<file path="src/ttrc_pkg.sv">
`timescale 1ns / 1ps

package ttrc_pkg;

	localparam int unsigned ALPHA_MUL    = 17;
	localparam int unsigned BETA_MUL     = 31;
	localparam int unsigned MOD_VALUE    = 65535;
	localparam int unsigned FIRST_OFFSET = 7;
	// Multiple of the modulus that exceeds any beta * older product.
	localparam int unsigned NEG_BIAS     = MOD_VALUE * 256;

	typedef struct packed {
		logic [7:0] data_byte;
		logic       first_byte;
		logic       last_byte;
	} ttrc_in_t;

	typedef struct packed {
		logic [15:0] checksum;
		logic        is_final;
	} ttrc_out_t;

	// Reduce a 26-bit value modulo 2^16 - 1 by end-around folding.
	function automatic logic [15:0] mod_fold(input logic [25:0] x);
		logic [16:0] f1;
		logic [16:0] f2;
		f1 = {7'd0, x[25:16]} + {1'b0, x[15:0]};
		f2 = {16'd0, f1[16]} + {1'b0, f1[15:0]};
		if (f2 >= 17'(MOD_VALUE)) begin
			f2 = f2 - 17'(MOD_VALUE);
		end
		return f2[15:0];
	endfunction

endpackage

</file>
<file path="src/three_term_recurrence_checksum.sv">
`timescale 1ns / 1ps
// Pipeline: a byte accepted into the input register is passed on, when the core
// takes it, to the result register, which presents its checksum on sum_data.
// Throughput: one byte per cycle while sum_stall is low; the recurrence feeds back
// through two small parallel multipliers and an end-around modulo fold.
// Reset (arst_n low) clears both pipeline valids and returns the recurrence
// to older term 1, newer term 1, position 0.

module three_term_recurrence_checksum
	import ttrc_pkg::*;
(
	input  logic      clk,
	input  logic      arst_n,
	input  logic      byte_valid,
	output logic      byte_stall,
	input  ttrc_in_t  byte_data,
	output logic      sum_valid,
	input  logic      sum_stall,
	output ttrc_out_t sum_data
);

	logic     take;
	logic     valid_s1;
	ttrc_in_t item_s1;

	ttrc_in_stage u_in_stage (
		.clk        (clk),
		.arst_n     (arst_n),
		.byte_valid (byte_valid),
		.byte_stall (byte_stall),
		.byte_data  (byte_data),
		.take       (take),
		.valid_s1   (valid_s1),
		.item_s1    (item_s1)
	);

	ttrc_core u_core (
		.clk       (clk),
		.arst_n    (arst_n),
		.valid_s1  (valid_s1),
		.item_s1   (item_s1),
		.take      (take),
		.sum_valid (sum_valid),
		.sum_stall (sum_stall),
		.sum_data  (sum_data)
	);

endmodule

</file>
<file path="src/ttrc_in_stage.sv">
`timescale 1ns / 1ps

module ttrc_in_stage
	import ttrc_pkg::*;
(
	input  logic     clk,
	input  logic     arst_n,
	input  logic     byte_valid,
	output logic     byte_stall,
	input  ttrc_in_t byte_data,
	input  logic     take,
	output logic     valid_s1,
	output ttrc_in_t item_s1
);

	logic load;

	assign byte_stall = valid_s1 && !take;
	assign load       = byte_valid && !byte_stall;

	always_ff @(posedge clk or negedge arst_n) begin
		if (!arst_n) begin
			valid_s1 <= 1'b0;
		end else if (load) begin
			valid_s1 <= 1'b1;
		end else if (take) begin
			valid_s1 <= 1'b0;
		end
	end

	always_ff @(posedge clk) begin
		if (load) begin
			item_s1 <= byte_data;
		end
	end

endmodule

</file>
<file path="src/ttrc_core.sv">
`timescale 1ns / 1ps

module ttrc_core
	import ttrc_pkg::*;
(
	input  logic      clk,
	input  logic      arst_n,
	input  logic      valid_s1,
	input  ttrc_in_t  item_s1,
	output logic      take,
	output logic      sum_valid,
	input  logic      sum_stall,
	output ttrc_out_t sum_data
);

	logic [15:0] older_q;
	logic [15:0] newer_q;
	logic [7:0]  pos_q;

	logic [7:0]  alpha;
	logic [7:0]  beta;
	logic [8:0]  factor;
	logic [24:0] prod_p;
	logic [23:0] prod_q;
	logic        neg;
	logic [25:0] biased;
	logic [15:0] next_newer;

	logic        valid_s2;
	ttrc_out_t   res_s2;

	assign take = valid_s1 && (!valid_s2 || !sum_stall);

	always_comb begin
		alpha  = 8'(16'(pos_q) * 16'(ALPHA_MUL));
		beta   = 8'(16'(pos_q) * 16'(BETA_MUL));
		factor = {1'b0, item_s1.data_byte} + {1'b0, alpha};
		prod_p = {16'd0, factor} * {9'd0, newer_q};
		prod_q = {16'd0, beta} * {8'd0, older_q};
		// A negative difference wraps through 2^64, which is one more than a
		// multiple of the modulus, so it picks up an extra one.
		neg    = {1'b0, prod_q} > prod_p;
		biased = {1'b0, prod_p} + 26'(NEG_BIAS) - {2'b0, prod_q} + {25'd0, neg};
		if (item_s1.first_byte) begin
			next_newer = {8'd0, item_s1.data_byte} + 16'(FIRST_OFFSET);
		end else begin
			next_newer = mod_fold(biased);
		end
	end

	always_ff @(posedge clk or negedge arst_n) begin
		if (!arst_n) begin
			older_q <= 16'd1;
			newer_q <= 16'd1;
			pos_q   <= 8'd0;
		end else if (take) begin
			if (item_s1.first_byte) begin
				older_q <= 16'd1;
				pos_q   <= 8'd1;
			end else begin
				older_q <= newer_q;
				pos_q   <= pos_q + 8'd1;
			end
			newer_q <= next_newer;
		end
	end

	always_ff @(posedge clk or negedge arst_n) begin
		if (!arst_n) begin
			valid_s2 <= 1'b0;
		end else if (take) begin
			valid_s2 <= 1'b1;
		end else if (!sum_stall) begin
			valid_s2 <= 1'b0;
		end
	end

	always_ff @(posedge clk) begin
		if (take) begin
			res_s2.checksum <= next_newer;
			res_s2.is_final <= item_s1.last_byte;
		end
	end

	assign sum_valid = valid_s2;
	assign sum_data  = res_s2;

`ifndef SYNTHESIS
	a_first_restart: assert property (@(posedge clk) disable iff (!arst_n)
		take && item_s1.first_byte |=> pos_q == 8'd1 && older_q == 16'd1)
		else $error("first byte did not restart the recurrence");

	a_term_shift: assert property (@(posedge clk) disable iff (!arst_n)
		take && !item_s1.first_byte |=> older_q == $past(newer_q))
		else $error("older term did not take the previous newer term");

	a_hold_idle: assert property (@(posedge clk) disable iff (!arst_n)
		!take |=> $stable(pos_q) && $stable(newer_q) && $stable(older_q))
		else $error("recurrence state changed without a transaction");

	a_result_match: assert property (@(posedge clk) disable iff (!arst_n)
		take |=> sum_valid && sum_data.checksum == newer_q)
		else $error("result register does not match newest term");

	a_range: assert property (@(posedge clk) disable iff (!arst_n)
		sum_valid |-> sum_data.checksum != 16'hFFFF)
		else $error("checksum out of range");
`endif

endmodule

</file>
<file path="config.mk">
export PLATFORM = sky130hd
export DESIGN_NAME = three_term_recurrence_checksum
export DESIGN_NICKNAME = d
export VERILOG_FILES = /design/src/ttrc_pkg.sv /design/src/three_term_recurrence_checksum.sv /design/src/ttrc_in_stage.sv /design/src/ttrc_core.sv
export SDC_FILE = /design/constraint.sdc
export NUM_CORES = 1
export LEC_CHECK = 0
export BUFFER_PORTS_ARGS = -buffer_cell sky130_fd_sc_hd__buf_2
export CAP_MARGIN = 10
export CORE_ASPECT_RATIO = 2
export CORE_MARGIN = 4
export CORE_UTILIZATION = 35
export CTS_CLUSTER_DIAMETER = 100
export CTS_CLUSTER_SIZE = 10
export DETAILED_ROUTE_END_ITERATION = 10
export PLACE_DENSITY_LB_ADDON = 0.1
export SYNTH_ARGS = -nofsm -noshare
export SYNTH_HDL_FRONTEND = slang
export SYNTH_HIERARCHICAL = 1
export SYNTH_SLANG_ARGS = --single-unit
</file>
<file path="constraint.sdc">
create_clock -name clk -period 20.9 [get_ports clk]
set_input_delay 6.27 -clock clk [delete_from_list [all_inputs] [get_ports clk]]
set_output_delay 6.27 -clock clk [all_outputs]
set_load 0.05 [all_outputs]
</file>
# After elaboration in Yosys (flattened, before gate mapping)
# Index checks and enable logic that the tools add are counted.
[op_classes]
n_addsub = 9
reduce_logical = 9
mul = 4
order_cmp = 2
eq_ne = 1
n_mux = 8
[ops]
columns = ["op", "count"]
rows = [
  ["$mux 16", 3],
  ["$add 25x24->26 const B", 1],
  ["$add 26x1->26", 1],
  ["$sub 26x24->26", 1],
  ["$gt 24x25->1", 1],
  ["$mul 9x16->25", 1],
  ["$mul 8x16->24", 1],
  ["$add 1x16->17", 1],
  ["$add 10x16->17", 1],
  ["$ge 17x16->1 const B", 1],
  ["$mul 8x5->8 const B", 2],
  ["$sub 16x16->16 const B", 1],
  ["$add 8x3->9 const B", 1],
  ["$add 8x8->9", 1],
  ["$add 8x1->8 const B", 1],
  ["$mux 8", 1],
  ["$logic_not 1->1", 4],
  ["$mux 1", 4],
  ["$logic_and 1x1->1", 3],
  ["$ne 2x1->1 const B", 1],
  ["$reduce_bool 2->1", 1],
  ["$logic_or 1x1->1", 1],
]
[totals]
elab_cells = 43
out_inout_bits = 19
inputBits = 14
register_bits = 69

# Depth between registers and ports, before layout
[depth]
word_depth = 11
depth_mapped = 76
ltp_nobuf = 74

# Cells and area by module
# The synthesis kept the hierarchy.
[modules_own_cells]
columns = ["module", "cells_each", "n_inst", "area_each_um2", "seq_area_each_um2"]
rows = [
  ["ttrc_core", 1754, 1, 15036.9, 1539.0],
  ["ttrc_in_stage", 15, 1, 357.8, 325.3],
]

# Least setup slack after synthesis
# No wires, ideal clock.
[synth_path]
path_type = "register -> register"
startpoint = "register u_core.pos_q[1]"
endpoint = "register u_core.newer_q[8]"
required_ns = 20.775
stages_incl_launch_ff = 74
setup_ns = 0.125
setup_slack_ns = 5.462
arrival_time_ns = 15.313
period_less_slack_ns = 15.438
path_buffers = 2
cell_sequence = "dfrtp_1 -> inv_1 -> fa_1 -> inv_1 -> fa_1 -> inv_1 -> fa_1 -> inv_1 -> ha_1 -> inv_1 -> o21bai_1 -> a21oi_1 -> xnor2_1 -> clkbuf_1 -> nand2_1 -> fa_1 -> fa_1 -> fa_1 -> (+38 left out) -> o21ai_0 -> or2_2 -> nand3_1 -> nor4_2 -> nand2_1 -> nor2_1 -> ha_1 -> nand2_1 -> nor2_1 -> and3_1 -> nand4_1 -> or3_1 -> a2111o_1 -> a21oi_2 -> nor3_2 -> o31ai_4 -> o32ai_2 -> mux2_4"
[synth_between]
elab_chain_cells = 11
elab_cells_between_ends = 15
cone_classes = "add/sub (7); mul (4); order compare (2); mux (2)"
[synth_lines]
columns = ["item", "line_no", "text"]
rows = [
  ["start: declaration", "ttrc_core.sv:18", "logic [7:0] pos_q;"],
  ["start signal: assignment", "ttrc_core.sv:62", "pos_q <= pos_q + 8'd1;"],
  ["$mul 8x5->8", "ttrc_core.sv:35", "alpha = 8'(16'(pos_q) * 16'(ALPHA_MUL));"],
  ["$add 8x8->9", "ttrc_core.sv:37", "factor = {1'b0, item_s1.data_byte} + {1'b0, alpha};"],
  ["$mul 9x16->25", "ttrc_core.sv:38", "prod_p = {16'd0, factor} * {9'd0, newer_q};"],
  ["$add 25x24->26", "ttrc_core.sv:43", "biased = {1'b0, prod_p} + 26'(NEG_BIAS) - {2'b0, prod_q} + {25'd0, neg};"],
  ["$sub 26x24->26", "ttrc_core.sv:43", ""],
  ["$add 26x1->26 *", "ttrc_core.sv:43", ""],
  ["$add 10x16->17 *", "ttrc_pkg.sv:27", "f1 = {7'd0, x[25:16]} + {1'b0, x[15:0]};"],
  ["$add 1x16->17 *", "ttrc_pkg.sv:28", "f2 = {16'd0, f1[16]} + {1'b0, f1[15:0]};"],
  ["$sub 16x16->16 / $ge 17x16->1 (equally long branches)", "ttrc_pkg.sv:30, ttrc_pkg.sv:29", ""],
  ["$mux 16 *", "ttrc_pkg.sv:29", "if (f2 >= 17'(MOD_VALUE)) begin"],
  ["$mux 16 *", "ttrc_core.sv:44", "if (item_s1.first_byte) begin"],
  ["net u_core.next_newer[8]", "ttrc_core.sv:27", "logic [15:0] next_newer;"],
  ["end signal: assignment", "ttrc_core.sv:64", "newer_q <= next_newer;"],
  ["end: declaration", "ttrc_core.sv:17", "logic [15:0] newer_q;"],
]
# The timed path passes the listed nets; every way through them passes the cells marked *.
# A chain may end at the register's enable or synchronous reset.

# Worst setup path after layout
[layout_path]
startpoint = "register u_core.pos_q[0]"
endpoint = "register u_core.newer_q[8]"
# The elaborated chain is that of the path after synthesis.

==> summary.txt <==
Outcome: complete, no violations
Cell mode on critical path: ha_1
Tcrit/Tclk final: 82.9%
Via density: 5.15
FF-to-FF setup slack: 3580 ps
# DRC: 0
Clock root buffer: clkbuf_16
Fin crit period: 17320 ps
Number of nets with antenna violations after routing: 0
Die Y: 305 um
Die Span X: 156 um
Synth area leader: fa_1
Cell Area, Synth: 0.0154 mm2
Hold buffer count at cts: 0
Area contributors post-synth: fa_1 (26%), ha_1 (16%), inv_1 (7.3%), dfrtp_1 (6.5%), and2_1 (5.5%)
Fillers: 4636
Post-Syn Area per Cell: 8.70 um2
Routed WL per cell: 20.4 um
Final setup violation count: 0
Most common cell after layout, fill and taps aside: inv_1
FF+latch area: 0.00186 mm2
Fin Setup TNS: 0 ps
Initial core utilization: 35.4%
Worst EP arrival: 17570 ps
RSZ-0062 raised after global routing: false
Layout cells sized above 1: 6.76%
Core Area: 0.0435 mm2
Multi-input logic area: 0.0122 mm2
Cells on worst reg2reg path: 69
Worst relative slew slack: 27.3%
Yosys reg bits: 69
Most frequent cells in the layout: inv_1 (299), nand2_1 (224), fa_1 (201)
1st-iter DRT viols: 396
Worst slew pin tran: 1090 ps
Critical R2R Launch: u_core/pos_q[0]
Clock sinks: 69
Largest net degree at the start of global routing: 57
Die footprint: 0.0476 mm2
Max-slew violations: 0
Post-CTS setup buffer count: 0
Final nets: 2180
WS Path Type: reg2reg
Number of buffers added on ports: 32
Post-CTS sizing: 0
WP data required: 21140 ps
CP Capture Type: flop
GP Congestion: 0.896
HP Class: reg2reg
CTS tree: built
CTS H-tree depth: 3
WL final: 47.5 mm
Startpoint types: flop
Hold path cells: 0
Maxcap violations: 0
CP Buf/Inv Count: 6
First-pass GRT wire length: 74.3 mm
RR Endpoint: u_core/newer_q[8]
Cell at the slowest stage of the critical path: ha_1
Crit path depth: 69
Clock Skew: 11.5 ps
Final Hold Fails: 0
Synthesized instance count: 1769
DP HPWL: 39.8 mm
Peak Freq: 57.7 MHz
Grt ovf: 0
PnR worst setup slack: 3580 ps
Hold Crit Endpoint: u_core/sum_data[0]
Area growth from synthesis to layout: 6.93%
Post-synth EDFFs: 27
Predominant post-synthesis flop cell: dfrtp_1
Initial antenna violation count: 0
Num ports: 33
CP startpoint: u_core/pos_q[0]
Later-pin clock latency in the skew report: 360 ps
Crit-path leading delay family: adder cells
Maximum root-to-sink buffer count: 2
Synth Warn #: 6
Clk pin slew, worst setup/hold paths: 70 ps
Synth cell types: 82
Syn nets: 2179
Total CTS buffers: 9
HP Start: u_in_stage/item_s1[0]
Number of global-route vias before repair: 13002
Crit path max fanout: 18
Largest stage delay, worst path: 820 ps
Synth top area share: 26.1%
Cell Area, Placed: 0.0162 mm2
Placement Setup Slack: 3470 ps
Antenna cell count: 0
Total track usage: 20.4%
Fin area: 0.0165 mm2
Ys async rst share: 60.9%
DRT Pass-1 Iters: 6
Vias: 11964
Row count: 108
Register area share after synthesis: 12.1%
cells in the mapped netlist, types with 4 or more instances:
master	n
inv_1	299
nand2_1	225
fa_1	201
ha_1	195
and2_1	135
xnor2_1	83
a21oi_1	69
nor2_1	62
o21ai_0	53
clkbuf_1	44
dfrtp_1	40
xor2_1	33
nor3_1	29
edfxtp_1	27
nand3_1	25
a21o_1	23
nor2b_1	17
o21bai_1	13
nand2b_1	12
nand4_1	12
a31oi_1	11
a211oi_1	10
and3_1	10
o21a_1	9
mux2_2	8
o211ai_1	8
o22ai_1	6
or2_2	6
or3_1	6
or4_1	6
buf_1	5
o221ai_1	5
o31ai_1	5
a31o_2	4
nor4_1	4
per-stage QoR:
| stage | instances | utilization (%) | hold WS (ps) |
|---|---|---|---|
| 6_report | 2325 | 37.8 | 425 |
| 5_1_grt | 2325 | 37.8 | 445 |
| 4_1_cts | 2325 | 37.8 | 426 |
| 3_5_place_dp | 2309 | 37.1 | 408 |
| 3_3_place_gp | 2309 | 37.1 | 400 |
| 2_1_floorplan | 1769 | - | 400 |
layer usage:
metal / vias to the layer above / global-route usage (%) / share of wire, %
met3: 105 / 1.69 / 1.7
met1: 5984 / 21.5 / 36
met2: 184 / 39.0 / 56
met5: - / 0 / 0
li1: 5691 / - / -
met4: 0 / 10.9 / 6.4
worst max path at each step:
stage                   endpoint  slack [ps]
5_1_grt        u_core/newer_q[8]        2190
3_3_place_gp   u_core/newer_q[8]        3800
6_report       u_core/newer_q[8]        3580
4_1_cts        u_core/newer_q[8]        3420
2_1_floorplan  u_core/newer_q[8]        5460
3_5_place_dp   u_core/newer_q[8]        3470
layout make-up:
| cell class | instances | share of cell area [%] |
|---|---|---|
| Tap cell | 550 | 4.18 |
| Sequential cell | 69 | 11.3 |
| Inverter | 301 | 6.86 |
| Clock buffer | 10 | 1.45 |
| Timing Repair Buffer | 41 | 1.38 |
| Clock inverter | 6 | 0.426 |
| Multi-Input combinational cell | 1348 | 74.4 |
flip-flops by register name, indices dropped and copies added (netlist names):
name / flops
u_core/newer_q: 16
u_core/older_q: 16
u_core/pos_q: 8
u_core/sum_data: 17
u_core/sum_valid: 1
u_in_stage/item_s1: 10
u_in_stage/valid_s1: 1
cell families after synthesis:
kind of cell / share of synthesized area, %
AO/OA/AOI/OAI: 11.2
AND/OR/NAND/NOR: 18.4
adder cells (fa/ha/maj): 42.0
multiplexers: 0.845
buffers and inverters: 8.72
XOR/XNOR: 6.71
flip-flops: 12.1
worst reg2reg max path: cells and delay by family, from the launching register on:
kind | cells | cell delay [ps]
adders and majority gates | 15 | 6150
xor gates and xnor gates | 3 | 470
and+or+nand+nor | 22 | 4430
muxes | 1 | 290
buffers and inverters | 6 | 520
DFF | 1 | 510
AOI/OAI and AO/OA | 22 | 4910
Power is left out: the tool's default activity adds up to more than one toggle a clock period on the data nets, which glitch-free logic cannot reach.
